## src/rtl/tmsf_pkg.sv

```systemverilog
// package for the trimmed mean spike filter: sizes, codes, types and helpers
`timescale 1ns / 1ps

package tmsf_pkg;

   localparam int WINDOW      = 5;
   localparam int DATA_W      = 8;
   localparam int SLOT_W      = $clog2(WINDOW);
   localparam int SUM_W       = DATA_W + $clog2(WINDOW);
   localparam int DIVISOR     = WINDOW - 2;
   localparam int CSR_INDEX_W = 2;

   // reciprocal of the divisor, exact floor for any dividend of SUM_W bits
   localparam int DIV_SHIFT = SUM_W + $clog2(DIVISOR);
   localparam int DIV_RECIP = (2 ** DIV_SHIFT + DIVISOR - 1) / DIVISOR;
   localparam int PROD_W    = SUM_W + DIV_SHIFT + 1;

   localparam logic [CSR_INDEX_W-1:0] CSR_SPIKE_LIMIT   = CSR_INDEX_W'(0);
   localparam logic [CSR_INDEX_W-1:0] CSR_NEUTRAL_VALUE = CSR_INDEX_W'(1);

   localparam logic [DATA_W-1:0] SPIKE_LIMIT_RESET   = DATA_W'(10);
   localparam logic [DATA_W-1:0] NEUTRAL_VALUE_RESET = DATA_W'(127);

   typedef enum logic [2:0] {
      ST_IDLE,
      ST_WALK,
      ST_LOAD,
      ST_DIV,
      ST_CHECK
   } state_type;

   // trimmed sum and its quotient for one axis
   typedef struct packed {
      logic [SUM_W-1:0]  trimmed;
      logic [DATA_W-1:0] quo;
   } div_lane_type;

   // divide the trimmed sum by window-2 through the reciprocal
   function automatic logic [DATA_W-1:0] div_trim(input logic [SUM_W-1:0] trimmed);
      logic [PROD_W-1:0] prod;
      prod = PROD_W'(trimmed) * PROD_W'(DIV_RECIP);
      return prod[DIV_SHIFT +: DATA_W];
   endfunction

   // spike test: small change from history, or exactly the neutral value
   function automatic logic spike_ok(input logic [DATA_W-1:0] avg,
                                     input logic [DATA_W-1:0] hist,
                                     input logic [DATA_W-1:0] limit,
                                     input logic [DATA_W-1:0] neutral);
      logic [DATA_W-1:0] diff;
      diff = (avg > hist) ? (avg - hist) : (hist - avg);
      return (diff < limit) || (avg == neutral);
   endfunction

endpackage

```

## src/rtl/trimmed_mean_spike_filter_core.sv

```systemverilog
// top level of the trimmed mean spike filter with its sequencer and datapath
`timescale 1ns / 1ps

// a transaction accepted in idle walks the window one entry a cycle over the 5 entries,
//   then passes the load, divide and check states before its result is registered on rsp_valid
// a new transaction is taken only once the previous one has left the check state
// req_stall stays high from acceptance until the result is loaded into the output register
// reset (synchronous, active high) clears the windows, write slot, histories and the
//   registers to spike limit 10 and neutral value 127
module trimmed_mean_spike_filter_core (
   input  logic                             clock,
   input  logic                             reset,
   // sample transactions
   input  logic                             req_valid,
   output logic                             req_stall,
   input  logic [tmsf_pkg::DATA_W-1:0]      req_x_sample,
   input  logic [tmsf_pkg::DATA_W-1:0]      req_y_sample,
   // filtered result transactions
   output logic                             rsp_valid,
   input  logic                             rsp_stall,
   output logic [tmsf_pkg::DATA_W-1:0]      rsp_x_filtered,
   output logic [tmsf_pkg::DATA_W-1:0]      rsp_y_filtered,
   output logic                             rsp_x_accepted,
   output logic                             rsp_y_accepted,
   // register writes
   input  logic                             csr_write_enable,
   input  logic [tmsf_pkg::CSR_INDEX_W-1:0] csr_index,
   input  logic [tmsf_pkg::DATA_W-1:0]      csr_write_data
);
   import tmsf_pkg::*;

   localparam logic [SLOT_W-1:0] LAST_SLOT = SLOT_W'(WINDOW - 1);

   // sequencer
   state_type state_ff, state_in;
   logic [SLOT_W-1:0] idx_ff, idx_in;

   // ring windows and write pointer
   logic [DATA_W-1:0] x_win_ff [WINDOW];
   logic [DATA_W-1:0] y_win_ff [WINDOW];
   logic [SLOT_W-1:0] slot_ff, slot_in;

   // walk accumulators, one lane per axis
   logic [SUM_W-1:0]  x_sum_ff, x_sum_in, y_sum_ff, y_sum_in;
   logic [DATA_W-1:0] x_hi_ff, x_hi_in, x_lo_ff, x_lo_in;
   logic [DATA_W-1:0] y_hi_ff, y_hi_in, y_lo_ff, y_lo_in;

   // divider lanes
   div_lane_type x_div_ff, x_div_in, y_div_ff, y_div_in;

   // history and registers
   logic [DATA_W-1:0] x_hist_ff, x_hist_in, y_hist_ff, y_hist_in;
   logic [DATA_W-1:0] spike_limit_ff, neutral_value_ff;

   // output register
   logic              rsp_valid_ff, rsp_valid_in;
   logic [DATA_W-1:0] rsp_x_ff, rsp_x_in, rsp_y_ff, rsp_y_in;
   logic              rsp_xa_ff, rsp_xa_in, rsp_ya_ff, rsp_ya_in;

   logic              accept;
   logic [DATA_W-1:0] x_rd, y_rd;
   logic              x_ok, y_ok;

   assign accept    = req_valid && !req_stall;
   assign req_stall = (state_ff != ST_IDLE);

   // single read port per window, addressed by the walk index
   assign x_rd = x_win_ff[idx_ff];
   assign y_rd = y_win_ff[idx_ff];

   // quotient is final in the check state
   assign x_ok = spike_ok(x_div_ff.quo, x_hist_ff, spike_limit_ff, neutral_value_ff);
   assign y_ok = spike_ok(y_div_ff.quo, y_hist_ff, spike_limit_ff, neutral_value_ff);

   always_comb begin
      state_in     = state_ff;
      idx_in       = idx_ff;
      slot_in      = slot_ff;
      x_sum_in     = x_sum_ff;
      y_sum_in     = y_sum_ff;
      x_hi_in      = x_hi_ff;
      x_lo_in      = x_lo_ff;
      y_hi_in      = y_hi_ff;
      y_lo_in      = y_lo_ff;
      x_div_in     = x_div_ff;
      y_div_in     = y_div_ff;
      x_hist_in    = x_hist_ff;
      y_hist_in    = y_hist_ff;
      rsp_x_in     = rsp_x_ff;
      rsp_y_in     = rsp_y_ff;
      rsp_xa_in    = rsp_xa_ff;
      rsp_ya_in    = rsp_ya_ff;
      // a taken result frees the output register
      rsp_valid_in = rsp_valid_ff && rsp_stall;

      unique case (state_ff)
         ST_IDLE: begin
            if (req_valid) begin
               state_in = ST_WALK;
               idx_in   = '0;
               slot_in  = (slot_ff == LAST_SLOT) ? '0 : slot_ff + SLOT_W'(1);
            end
         end
         ST_WALK: begin
            if (idx_ff == '0) begin
               x_sum_in = SUM_W'(x_rd);
               y_sum_in = SUM_W'(y_rd);
               x_hi_in  = x_rd;
               x_lo_in  = x_rd;
               y_hi_in  = y_rd;
               y_lo_in  = y_rd;
            end else begin
               x_sum_in = x_sum_ff + SUM_W'(x_rd);
               y_sum_in = y_sum_ff + SUM_W'(y_rd);
               if (x_rd > x_hi_ff) x_hi_in = x_rd;
               if (x_rd < x_lo_ff) x_lo_in = x_rd;
               if (y_rd > y_hi_ff) y_hi_in = y_rd;
               if (y_rd < y_lo_ff) y_lo_in = y_rd;
            end
            if (idx_ff == LAST_SLOT) begin
               state_in = ST_LOAD;
            end else begin
               idx_in = idx_ff + SLOT_W'(1);
            end
         end
         ST_LOAD: begin
            // drop one copy of each extreme
            x_div_in.trimmed = x_sum_ff - SUM_W'(x_hi_ff) - SUM_W'(x_lo_ff);
            y_div_in.trimmed = y_sum_ff - SUM_W'(y_hi_ff) - SUM_W'(y_lo_ff);
            state_in         = ST_DIV;
         end
         ST_DIV: begin
            // reciprocal multiply in place of the divide by window-2
            x_div_in.quo = div_trim(x_div_ff.trimmed);
            y_div_in.quo = div_trim(y_div_ff.trimmed);
            state_in     = ST_CHECK;
         end
         ST_CHECK: begin
            // wait here while an older result still sits in the output register
            if (!rsp_valid_ff || !rsp_stall) begin
               if (x_ok) x_hist_in = x_div_ff.quo;
               if (y_ok) y_hist_in = y_div_ff.quo;
               rsp_x_in     = x_ok ? x_div_ff.quo : x_hist_ff;
               rsp_y_in     = y_ok ? y_div_ff.quo : y_hist_ff;
               rsp_xa_in    = x_ok;
               rsp_ya_in    = y_ok;
               rsp_valid_in = 1'b1;
               state_in     = ST_IDLE;
            end
         end
         default: begin
            state_in = ST_IDLE;
         end
      endcase
   end

   // control, windows, history and registers
   always_ff @(posedge clock) begin
      if (reset) begin
         state_ff         <= ST_IDLE;
         slot_ff          <= '0;
         rsp_valid_ff     <= 1'b0;
         x_hist_ff        <= '0;
         y_hist_ff        <= '0;
         spike_limit_ff   <= SPIKE_LIMIT_RESET;
         neutral_value_ff <= NEUTRAL_VALUE_RESET;
         for (int i = 0; i < WINDOW; i++) begin
            x_win_ff[i] <= '0;
            y_win_ff[i] <= '0;
         end
      end else begin
         state_ff     <= state_in;
         slot_ff      <= slot_in;
         rsp_valid_ff <= rsp_valid_in;
         x_hist_ff    <= x_hist_in;
         y_hist_ff    <= y_hist_in;
         if (accept) begin
            x_win_ff[slot_ff] <= req_x_sample;
            y_win_ff[slot_ff] <= req_y_sample;
         end
         if (csr_write_enable) begin
            unique case (csr_index)
               CSR_SPIKE_LIMIT:   spike_limit_ff   <= csr_write_data;
               CSR_NEUTRAL_VALUE: neutral_value_ff <= csr_write_data;
               default: ;
            endcase
         end
      end
   end

   // datapath registers, no reset needed
   always_ff @(posedge clock) begin
      idx_ff     <= idx_in;
      x_sum_ff   <= x_sum_in;
      y_sum_ff   <= y_sum_in;
      x_hi_ff    <= x_hi_in;
      x_lo_ff    <= x_lo_in;
      y_hi_ff    <= y_hi_in;
      y_lo_ff    <= y_lo_in;
      x_div_ff   <= x_div_in;
      y_div_ff   <= y_div_in;
      rsp_x_ff   <= rsp_x_in;
      rsp_y_ff   <= rsp_y_in;
      rsp_xa_ff  <= rsp_xa_in;
      rsp_ya_ff  <= rsp_ya_in;
   end

   assign rsp_valid      = rsp_valid_ff;
   assign rsp_x_filtered = rsp_x_ff;
   assign rsp_y_filtered = rsp_y_ff;
   assign rsp_x_accepted = rsp_xa_ff;
   assign rsp_y_accepted = rsp_ya_ff;

`ifndef SYNTHESIS
   // an accepted transaction starts the walk at the first window entry
   a_accept_starts_walk: assert property (@(posedge clock) disable iff (reset)
      accept |=> (state_ff == ST_WALK) && (idx_ff == '0))
      else $error("walk did not start after accepted transaction");

   // a new result only comes out of the check state
   a_result_from_check: assert property (@(posedge clock) disable iff (reset)
      $rose(rsp_valid_ff) |-> $past(state_ff == ST_CHECK))
      else $error("result appeared outside the check state");

   // the held output always matches the history it was taken from
   a_output_matches_history: assert property (@(posedge clock) disable iff (reset)
      rsp_valid_ff |-> (rsp_x_ff == x_hist_ff) && (rsp_y_ff == y_hist_ff))
      else $error("held output differs from history");

   // the ring pointer never leaves the window
   a_slot_in_range: assert property (@(posedge clock) disable iff (reset)
      slot_ff <= LAST_SLOT)
      else $error("write slot out of range");
`endif

endmodule
```

## config.mk

```make
export PLATFORM = sky130hd
export DESIGN_NAME = trimmed_mean_spike_filter_core
export DESIGN_NICKNAME = d
export VERILOG_FILES = /design/src/rtl/tmsf_pkg.sv /design/src/rtl/trimmed_mean_spike_filter_core.sv
export SDC_FILE = /design/constraint.sdc
export NUM_CORES = 1
export LEC_CHECK = 0
export BUFFER_PORTS_ARGS = -buffer_cell sky130_fd_sc_hd__buf_2
export CAP_MARGIN = 15
export CORE_MARGIN = 2
export CORE_UTILIZATION = 40
export DETAILED_ROUTE_END_ITERATION = 10
export PLACE_DENSITY = 0.61
export RECOVER_POWER = 25
export SLEW_MARGIN = 10
export SYNTH_ARGS = -nofsm -noshare
export SYNTH_HDL_FRONTEND = slang
export SYNTH_SLANG_ARGS = --single-unit
```

## constraint.sdc

```tcl
create_clock -name clock -period 6.55 [get_ports clock]
set_input_delay 0.3275 -clock clock [delete_from_list [all_inputs] [get_ports clock]]
set_output_delay 0.3275 -clock clock [all_outputs]
set_load 0.005 [all_outputs]
```

==> results of run 1 <==
-- layer usage --
metal  part of all wire, %  GRT usage, %
met2                    49         28.04
met5                 0.019             0
met1                    44         19.00
met3                   3.7         2.724
met4                   2.4         5.088
-- synthesized netlist by cell type, drive strengths merged (3+ instances only) --
library cell | number | share of area [%]
o21a | 13 | 0.51
a211o | 7 | 0.32
o21bai | 6 | 0.24
nor2b | 9 | 0.29
o211ai | 8 | 0.39
mux4 | 32 | 3.8
a21o | 22 | 0.86
xor2 | 19 | 0.87
a21oi | 95 | 2.5
a31o | 3 | 0.14
dfxtp | 42 | 4.4
nand4 | 17 | 0.56
nor2 | 69 | 1.4
nand2b | 12 | 0.39
o22ai | 5 | 0.16
fa | 86 | 9.0
a21boi | 9 | 0.35
nand3b | 8 | 0.31
clkbuf | 29 | 0.57
mux2 | 20 | 1.2
nand3 | 29 | 0.76
o21ai | 62 | 1.6
a211oi | 7 | 0.27
nor3 | 11 | 0.29
or3 | 5 | 0.16
and2 | 81 | 2.6
edfxtp | 241 | 38
and3 | 10 | 0.33
buf | 6 | 0.15
xnor2 | 58 | 2.7
nand2 | 101 | 2.0
ha | 244 | 16
mux2i | 10 | 0.52
or2 | 10 | 0.33
nor3b | 4 | 0.16
a31oi | 6 | 0.20
inv | 234 | 4.6
o31ai | 3 | 0.12
-- cell usage in the layout (no fill, tap or decap), types with 29 or more instances in the layout --
| cell | count |
|---|---|
| a21oi_1 | 94 |
| and2_1 | 81 |
| clkbuf_1 | 38 |
| clkbuf_16 | 35 |
| dfxtp_1 | 41 |
| edfxtp_1 | 241 |
| fa_1 | 86 |
| ha_1 | 244 |
| inv_1 | 234 |
| mux4_2 | 32 |
| nand2_1 | 100 |
| nand3_1 | 29 |
| nor2_1 | 69 |
| o21ai_0 | 62 |
| xnor2_1 | 58 |
-- per-stage QoR --
| stage | instances | area, sq um |
|---|---|---|
| 2_1_floorplan | 1662 | 19150 |
| 3_3_place_gp | 2310 | 20190 |
| 3_5_place_dp | 2310 | 20190 |
| 4_1_cts | 2383 | 21490 |
| 5_1_grt | 2383 | 21430 |
| 6_report | 2383 | 21430 |
-- state kept, by name, indices dropped and copies added (netlist names), 3 cells and up, named ones only --
register / flops
idx_ff: 3
slot_ff: 3
x_div_ff: 19
state_ff: 3
y_hi_ff: 8
x_hi_ff: 8
y_win_ff: 64
rsp_x_filtered: 8
x_win_ff: 64
x_lo_ff: 8
x_hist_ff: 8
y_hist_ff: 8
y_lo_ff: 8
x_sum_ff: 11
y_div_ff: 19
rsp_y_filtered: 8
spike_limit_ff: 8
neutral_value_ff: 8
y_sum_ff: 11
-- worst max-delay path, cell delays in order (launching register included) --
cell	delay, ps
edfxtp_1	430
ha_1	390
fa_1	520
inv_1	50
fa_1	490
inv_1	50
fa_1	520
inv_1	50
fa_1	490
inv_1	40
ha_1	330
a21oi_1	140
o21ai_0	100
a31o_2	270
a211oi_1	350
o21bai_1	160
a21oi_1	190
xnor2_1	90
-- layout make-up --
cell class / count / area share (%)
clock buffers: 48 / 4.736
clock inverters: 16 / 0.8760
inverters: 234 / 4.100
multi-input cells: 1110 / 47.00
flip-flops and latches: 283 / 37.71
well taps: 615 / 3.591
repair buffers: 77 / 1.986
-- worst max path at each step --
stage | start | end | slack, ps
2_1_floorplan | x_div_ff[16] | x_div_ff[6] | 1890
3_3_place_gp | x_div_ff[16] | x_div_ff[6] | 1670
3_5_place_dp | x_div_ff[16] | x_div_ff[6] | 1610
4_1_cts | x_div_ff[16] | x_div_ff[6] | 1630
5_1_grt | x_div_ff[16] | x_div_ff[6] | 1210
6_report | x_div_ff[16] | x_div_ff[6] | 1630
-- kinds of logic after synthesis --
| family | count (synthesis) |
|---|---|
| simple gates | 373 |
| fa+ha+maj | 330 |
| flops | 283 |
| buf+inv | 269 |
| compound gates | 268 |
| xor+xnor | 77 |
| mux | 62 |
-- repair_timing --
action | 4_1_cts | 5_1_grt
endpoints found under the setup margin | 0 | 0
hold buffers | 9 | 0
hold endpoints to repair | 17 | 0
-- where the power goes --
group	switching (mW)	internal [mW]	total (mW)	leakage, nW
logic	2.26	1.90	4.16	5.78
registers	0.154	2.40	2.55	2.65
clock network	0.787	1.21	2.00	0.587
total	3.20	5.52	8.71	9.01
==> impl_metrics.env, run 1 <==
export IMPL_outcome="complete, but fails checks"
export IMPL_violations="max-capacitance violations, max-slew violations"
export IMPL_n_fill_cell=4351
export IMPL_synth_top_family_by_area="adder cells"
export IMPL_clock_sinks=283
export IMPL_wl_per_cell_um=15.83
export IMPL_nets=2102
export IMPL_timing_rr_start="x_div_ff[16]"
export IMPL_syn_inst=1662
export IMPL_crit_path_max_fanout=4
export IMPL_fin_setup_tns_ps=0
export IMPL_via_per_inst=5.029
export IMPL_ant_nets=0
export IMPL_rsz0062_at_grt="no"
export IMPL_htree_levels=2
export IMPL_hold_viol=0
export IMPL_core_area_sq_mm=0.04755
export IMPL_r2r_cells=17
export IMPL_synth_cell_types=66
export IMPL_synthMuxAreaShare_pct=5.461
export IMPL_post_cts_setup_buffer_count=0
export IMPL_syn_nets=2023
export IMPL_startpoint_type="register"
export IMPL_ys_warnings_count=0
export IMPL_final_core_utilization_pct=45.06
export IMPL_grt_pass1_wl_um=62580
export IMPL_async_flop_share_pct=0
export IMPL_fin_ws_ps=1625
export IMPL_clk_path_buf_depth=3
export IMPL_ys_seq_area_share_pct=42.17
export IMPL_ys_ff_latch=283
export IMPL_io_pins=51
export IMPL_cts_buffers=35
export IMPL_antenna_found_initial=1
export IMPL_finClkSkew_ps=17.27
export IMPL_synth_area_sq_mm=0.01915
export IMPL_vias=11980
export IMPL_rows=80
export IMPL_path_clk_slew_ps=50
export IMPL_finalCritPeriodShare_pct=75.19
export IMPL_regToRegSetupSlack_ps=1630
export IMPL_synthAdderAreaFrac_pct=24.93
export IMPL_slew_viol_final=50
export IMPL_maxCapViolations=2
export IMPL_synthFlopType="edfxtp_1"
export IMPL_track_usage_pct=15.63
export IMPL_grt_overflow_total=0
export IMPL_insertion_delay_ps=560
export IMPL_p_per_area_mw_per_mm2=406.7
export IMPL_crit_path_end_kind="register"
export IMPL_synth_edff_count=241
export IMPL_drt_iter0_markers=612
export IMPL_drive_above_1_share_pct=8.993
export IMPL_finalPower_mw=8.713
export IMPL_hold_path_class="in2reg"
export IMPL_hold_ws_ps=36.90
export IMPL_first_pass_iters=4
export IMPL_cp_arrival_ps=5230
export IMPL_max_freq_ghz=0.2030
export IMPL_cts_root_buf="clkbuf_16"
export IMPL_syn_avg_cell_area_sq_um=11.52
export IMPL_min_path_cells=3
export IMPL_first_global_vias=12720
export IMPL_start_util_pct=40.28
export IMPL_dp_worst_setup_slack_ps=1609
export IMPL_worstSetupPathType="reg2reg"
export IMPL_p_leak_nw=9.014
export IMPL_multi_input_area_sq_mm=0.01007
export IMPL_drc=0
export IMPL_die_w_um=222.8
export IMPL_synth_compound_area_share_pct=8.754
export IMPL_ir_worst_vdd_v=0.0002207
export IMPL_port_buffers=50
export IMPL_worstMarginPinSlew_ps=1909
export IMPL_n_antenna_cell=0
export IMPL_required_ps=6850
export IMPL_gp_congestion=0.8481
export IMPL_period_minus_slack_ps=4925
export IMPL_cts_resized=0
export IMPL_yosys_area_share_simple_pct=9.858
export IMPL_relSlewSlack_pct=-27.25
export IMPL_synth_xor_xnor_area_share_pct=3.521
export IMPL_die_h_um=222.8
export IMPL_die_area_sq_mm=0.04965
export IMPL_area_growth_pct=11.86
export IMPL_holdPathEnd="spike_limit_ff[7]"
export IMPL_setup_viol=0
export IMPL_cts_tree="yes"
export IMPL_regArea_sq_mm=0.008079
export IMPL_routed_wl_um=37730
export IMPL_dp_hpwl_um=28070
export IMPL_reg2reg_to="x_div_ff[6]"
export IMPL_grt_max_degree=46
export IMPL_min_delay_start="csr_write_data[7]"
(Power assumes the default switching activity.)
==> run 2: changes to the inputs <==
clock period = 4.9 ns   (was 6.55 ns; I/O delays follow)
==> run 2 against run 1 <==
The flow still finishes with violations (max-capacitance violations, max-slew violations); die area unchanged; first-iteration DRC count down 8.8%; design area rose by 1.6%; hold slack improved by 88 ps; flip-flop and latch count unchanged; final cell count increased by 1.5%; setup slack worse by 1400 ps; wire length grew 1.5%; clock skew rose by 0.90 ps; sequential power increased by 33%; global-route usage increased by 0.11 points; critical endpoint is now x_div_ff[7]; total power up 34%.
==> impl_metrics.env, run 2 (synthesis results as in run 1) <==
export IMPL_finalCritPeriodShare_pct=95.50
export IMPL_n_fill_cell=4332
export IMPL_start_util_pct=40.28
export IMPL_path_clk_slew_ps=50
export IMPL_r2r_cells=14
export IMPL_routed_wl_um=38290
export IMPL_maxCapViolations=1
export IMPL_die_w_um=222.8
export IMPL_cts_tree="yes"
export IMPL_core_area_sq_mm=0.04755
export IMPL_layout_commonest_cell="edfxtp_1"
export IMPL_clk_path_buf_depth=3
export IMPL_nets=2138
export IMPL_worstMarginPinSlew_ps=2227
export IMPL_clockPowerShare_pct=21.6
export IMPL_comb_power_share_pct=49.4
export IMPL_track_usage_pct=15.74
export IMPL_worstSetupPathType="reg2reg"
export IMPL_grt_pass1_wl_um=63220
export IMPL_crit_path_end_kind="register"
export IMPL_grt_overflow_total=0
export IMPL_hold_viol=0
export IMPL_first_pass_iters=5
export IMPL_via_per_inst=5.065
export IMPL_ir_worst_vdd_v=0.0002887
export IMPL_dp_hpwl_um=28470
export IMPL_detailed_place_area_sq_mm=0.02031
export IMPL_wl_per_cell_um=15.83
export IMPL_rows=80
export IMPL_die_h_um=222.8
export IMPL_regToRegSetupSlack_ps=220
export IMPL_outcome="complete, but fails checks"
export IMPL_relSlewSlack_pct=-48.44
export IMPL_area_growth_pct=13.63
export IMPL_n_antenna_cell=0
export IMPL_port_buffers=50
export IMPL_cp_startpoint="x_div_ff[13]"
export IMPL_vias=12250
export IMPL_top_regs="x_win_ff: 64 flops, y_win_ff: 64 flops"
export IMPL_finish_instance_area_sq_mm=0.02176
export IMPL_final_cell_mix="edfxtp_1, ha_1, inv_1"
export IMPL_drc=0
export IMPL_p_leak_nw=9.159
export IMPL_antenna_found_initial=0
export IMPL_total_switching_power_mw=4.343
export IMPL_finClkSkew_ps=18.17
export IMPL_hold_path_class="in2reg"
export IMPL_io_pins=51
export IMPL_cts_buffers=34
export IMPL_seqPwrFrac_pct=29.1
export IMPL_holdPathEnd="rsp_valid"
export IMPL_drt_iter0_markers=558
export IMPL_die_area_sq_mm=0.04965
export IMPL_drive_above_1_share_pct=10.37
export IMPL_gp_congestion=0.8350
export IMPL_violations="max-capacitance violations, max-slew violations"
export IMPL_htree_levels=2
export IMPL_hold_ws_ps=124.5
export IMPL_timing_rr_start="x_div_ff[13]"
export IMPL_cts_root_buf="clkbuf_16"
export IMPL_grt_max_degree=46
export IMPL_p_per_area_mw_per_mm2=537.3
export IMPL_p_int_mw=7.350
export IMPL_dp_worst_setup_slack_ps=94.03
export IMPL_finalPower_mw=11.69
export IMPL_period_minus_slack_ps=4679
export IMPL_ant_nets=0
export IMPL_startpoint_type="register"
export IMPL_insertion_delay_ps=550
export IMPL_reg2reg_to="x_div_ff[7]"
export IMPL_crit_path_max_fanout=3
export IMPL_min_delay_start="rsp_stall"
export IMPL_switching_share_pct=37.14
export IMPL_required_ps=5180
export IMPL_first_global_vias=12870
export IMPL_clock_sinks=283
export IMPL_final_core_utilization_pct=45.78
export IMPL_min_path_cells=3
export IMPL_fin_ws_ps=220.7
export IMPL_cp_arrival_ps=4960
export IMPL_max_freq_ghz=0.2137
export IMPL_setup_viol=0
export IMPL_slew_viol_final=46
## run 2: cell types whose count changed in the layout (fill, tap and decap cells not counted), moves of 2 or more
cell	previous run	this run
buf_2	19	21
buf_4	15	37
clkbuf_1	38	40
clkbuf_8	9	2
clkinv_1	5	3
dlygate4sd3_1	9	25
ha_1	244	239
ha_4	0	5
## run 2: layout make-up
class                   instances  area, sq um  share of cell area [%]
clock buffers                  46        915.9                   4.208
clock inverters                16        205.2                  0.9428
inverters                     234        878.3                   4.036
multi-input cells            1110        10170                   46.71
flip-flops and latches        283         8079                   37.12
well taps                     615        769.5                   3.536
repair buffers                114        749.5                   3.444
## run 2: what timing repair did
item | 4_1_cts | 5_1_grt
hold buffers | 25 | 0
buffers inserted | 0 | 6
resized for setup | 0 | 12
setup endpoints to repair | 0 | 6
endpoints found under the hold margin | 65 | 0
## run 2: worst max path at each step
stage               slack, ps  cells after the start     endpoint
floorplan                 240                     17  x_div_ff[6]
global placement          120                     18  x_div_ff[6]
detailed placement         90                     18  x_div_ff[6]
CTS                        70                     18  x_div_ff[6]
global route              -50                     17  x_div_ff[7]
finish                    220                     14  x_div_ff[7]
## run 2: through the flow
| stage | TNS [ps] | cells |
|---|---|---|
| floorplan | 0 | 1662 |
| global placement | 0 | 2325 |
| detailed placement | 0 | 2325 |
| CTS | 0 | 2412 |
| global route | -49.01 | 2418 |
| finish | 0 | 2418 |
## run 2: power by group through the flow
stage	clock network (mW)	logic (mW)	registers, mW
2_1_floorplan	0	4.50	3.37
3_5_place_dp	0	5.64	3.45
5_1_grt	2.68	6.69	3.43
3_3_place_gp	0	5.48	3.44
6_report	2.52	5.77	3.40
4_1_cts	2.59	5.72	3.40
## run 2: metal layers
| layer | share of wire, % | global-route usage (%) | up-vias |
|---|---|---|---|
| met5 | 0 | 0 | - |
| met4 | 2.5 | 5.023 | 0 |
| met3 | 3.3 | 2.486 | 66 |
| met2 | 50 | 28.58 | 183 |
| met1 | 44 | 19.04 | 5929 |
| li1 | - | - | 6069 |
## run 2: worst max-delay path, cell delays in order, from the launching register on
cell and delay (ps):
edfxtp_1 430, ha_4 270, buf_4 140, fa_1 520, fa_1 530, fa_1 530
fa_1 490, ha_1 350, nand4_1 220, nor4_4 240, a211oi_2 110, buf_4 150
o21ai_0 150, o211ai_1 130, xnor2_1 150
==> run 3: changes to the inputs <==
CELL_PAD_IN_SITES_DETAIL_PLACEMENT = 2   (was not set)
CELL_PAD_IN_SITES_GLOBAL_PLACEMENT = 2   (was not set)
PLACE_DENSITY = 0.81   (was 0.61)
==> run 3 against run 2 <==
The run still ends with max-capacitance violations, max-slew violations left; first-iteration DRC count grew 8.8%; largest power group unchanged; critical endpoint is now x_div_ff[6]; fmax shrank 2.2%; largest cell class unchanged; clock-buffer cell count grew 7; combinational power grew 15%; total power grew 7.3%; critical path type unchanged; non-clock buffer count grew 10; design area grew 0.66%; die area is the same.
==> impl_metrics.env, run 3 (synthesis results as in run 1) <==
export IMPL_outcome="complete, but fails checks"
export IMPL_violations="max-capacitance violations, max-slew violations"
export IMPL_routed_wl_um=54920
export IMPL_worstSetupPathType="reg2reg"
export IMPL_max_stage_delay_ps=550
export IMPL_cp_slowest_cell="fa_1"
export IMPL_drt_iter0_markers=607
export IMPL_max_freq_ghz=0.2091
export IMPL_htree_levels=2
export IMPL_drive_above_1_share_pct=11.36
export IMPL_hold_viol=0
export IMPL_die_area_sq_mm=0.04965
export IMPL_final_cell_mix="edfxtp_1, inv_1, ha_1"
export IMPL_core_area_sq_mm=0.04755
export IMPL_finalPower_mw=12.54
export IMPL_hold_ws_ps=49.34
export IMPL_grt_overflow_total=0
export IMPL_cts_buffers=35
export IMPL_crit_path_end_kind="register"
export IMPL_cts_tree="yes"
export IMPL_track_usage_pct=21.96
export IMPL_wl_per_cell_um=22.61
export IMPL_p_per_area_mw_per_mm2=572.5
export IMPL_cp_arrival_ps=5080
export IMPL_setup_viol=0
export IMPL_vias=13070
export IMPL_antenna_found_initial=1
export IMPL_die_h_um=222.8
export IMPL_die_w_um=222.8
export IMPL_first_global_vias=15590
export IMPL_io_pins=51
export IMPL_finalCritPeriodShare_pct=97.62
export IMPL_grt_max_degree=46
export IMPL_via_per_inst=5.382
export IMPL_clk_path_buf_depth=3
export IMPL_timing_critical_path_cells="ha_4, inv_1, fa_1, fa_1, inv_1, fa_1, inv_1, fa_1, inv_2, ha_4, nand4_1, nor4_4, a211oi_2, buf_4, o21bai_4, a21oi_2, xnor2_1"
export IMPL_drc=0
export IMPL_critical_path_top_delay_family="adder cells"
export IMPL_gp_congestion=0.8182
export IMPL_clock_sinks=283
export IMPL_hold_path_class="in2reg"
export IMPL_maxCapViolations=1
export IMPL_grt_pass1_wl_um=84770
export IMPL_period_minus_slack_ps=4783
export IMPL_first_pass_iters=4
export IMPL_path_common_cell="fa_1"
export IMPL_finClkSkew_ps=26.67
export IMPL_cts_root_buf="clkbuf_16"
export IMPL_wl_met3_um=1539
export IMPL_n_fill_cell=4793
export IMPL_relSlewSlack_pct=-35.77
export IMPL_insertion_delay_ps=570
export IMPL_highest_layer="met4"
export IMPL_required_ps=5190
export IMPL_top_regs="x_win_ff: 64 flops, y_win_ff: 64 flops"
export IMPL_layout_commonest_cell="edfxtp_1"
export IMPL_path_clk_slew_ps=60
export IMPL_slew_viol_final=20
export IMPL_port_buffers=50
export IMPL_rows=80
export IMPL_ant_nets=0
export IMPL_nets=2149
export IMPL_p_leak_nw=9.188
export IMPL_start_util_pct=40.28
export IMPL_crit_path_max_fanout=3
export IMPL_area_growth_pct=14.38
export IMPL_dp_hpwl_um=38740
export IMPL_met1Wirelength_um=20730
export IMPL_startpoint_type="register"
export IMPL_worstMarginPinSlew_ps=2037
export IMPL_wl_met2_um=31010
export IMPL_fin_setup_tns_ps=0
export IMPL_critPathBufInv=5
export IMPL_ir_worst_vdd_v=0.0004114
## run 3: metal layers
| layer | track usage, % | vias to the layer above |
|---|---|---|
| met2 | 43.99 | 210 |
| met3 | 2.923 | 100 |
| met1 | 23.49 | 6684 |
| met5 | 0 | - |
| li1 | - | 6079 |
| met4 | 6.798 | 0 |
## run 3: through the flow
stage | util [%] | cell area (sq um) | std cells | setup WS [ps]
after floorplan | - | 19150 | 1662 | 239.8
after global placement | 42.76 | 20330 | 2328 | 70.23
after detailed placement | 42.76 | 20330 | 2328 | -136.3
after CTS | 45.69 | 21730 | 2417 | 4.068
after global routing | 46.08 | 21910 | 2429 | -77.04
final | 46.08 | 21910 | 2429 | 116.8
## run 3: worst reg2reg max path, cell delays in order, from the launching register on
cell      delay, ps
edfxtp_1        480
ha_4            340
inv_1            60
fa_1            490
fa_1            490
inv_1            60
fa_1            500
inv_1            50
fa_1            550
inv_2            50
ha_4            260
nand4_1         180
nor4_4          330
a211oi_2        120
buf_4           180
o21bai_4        170
a21oi_2          90
xnor2_1         130
## run 3: area by class of cell
| class | count | area (sq um) | share of cell area (%) |
|---|---|---|---|
| timing repair buffer | 124 | 823.3 | 3.758 |
| antenna | 1 | 2.502 | 0.01142 |
| clock buffer | 53 | 1005 | 4.586 |
| inverter | 234 | 878.3 | 4.009 |
| tap | 615 | 769.5 | 3.512 |
| multi-input combinational | 1110 | 10260 | 46.83 |
| sequential | 283 | 8079 | 36.88 |
| clock inverter | 9 | 91.34 | 0.4169 |
## run 3: power by group
part	leakage [nW]	internal (mW)	total, mW	switching (mW)
combinational	6.00	2.83	6.61	3.77
sequential	2.65	3.21	3.41	0.202
clock	0.537	1.47	2.53	1.05
total	9.19	7.52	12.5	5.03
## run 3: path summary, 6_finish.rpt
path	cells past startpoint	slack, ps	startpoint	endpoint
hold reg to reg	2	460	x_hist_ff[7]	x_hist_ff[7]
setup reg to reg	17	120	x_div_ff[13]	x_div_ff[6]
setup / recovery	17	120	x_div_ff[13]	x_div_ff[6]
hold / removal	3	50	req_valid	slot_ff[2]
## run 3: timing repair
item                                    in CTS  in global routing
endpoints found under the setup margin       3                 16
pin swaps                                    1                 13
setup buffers                                3                 10
hold endpoints to repair                    64                  0
resized for setup                            5                 28
hold buffers                                24                  0
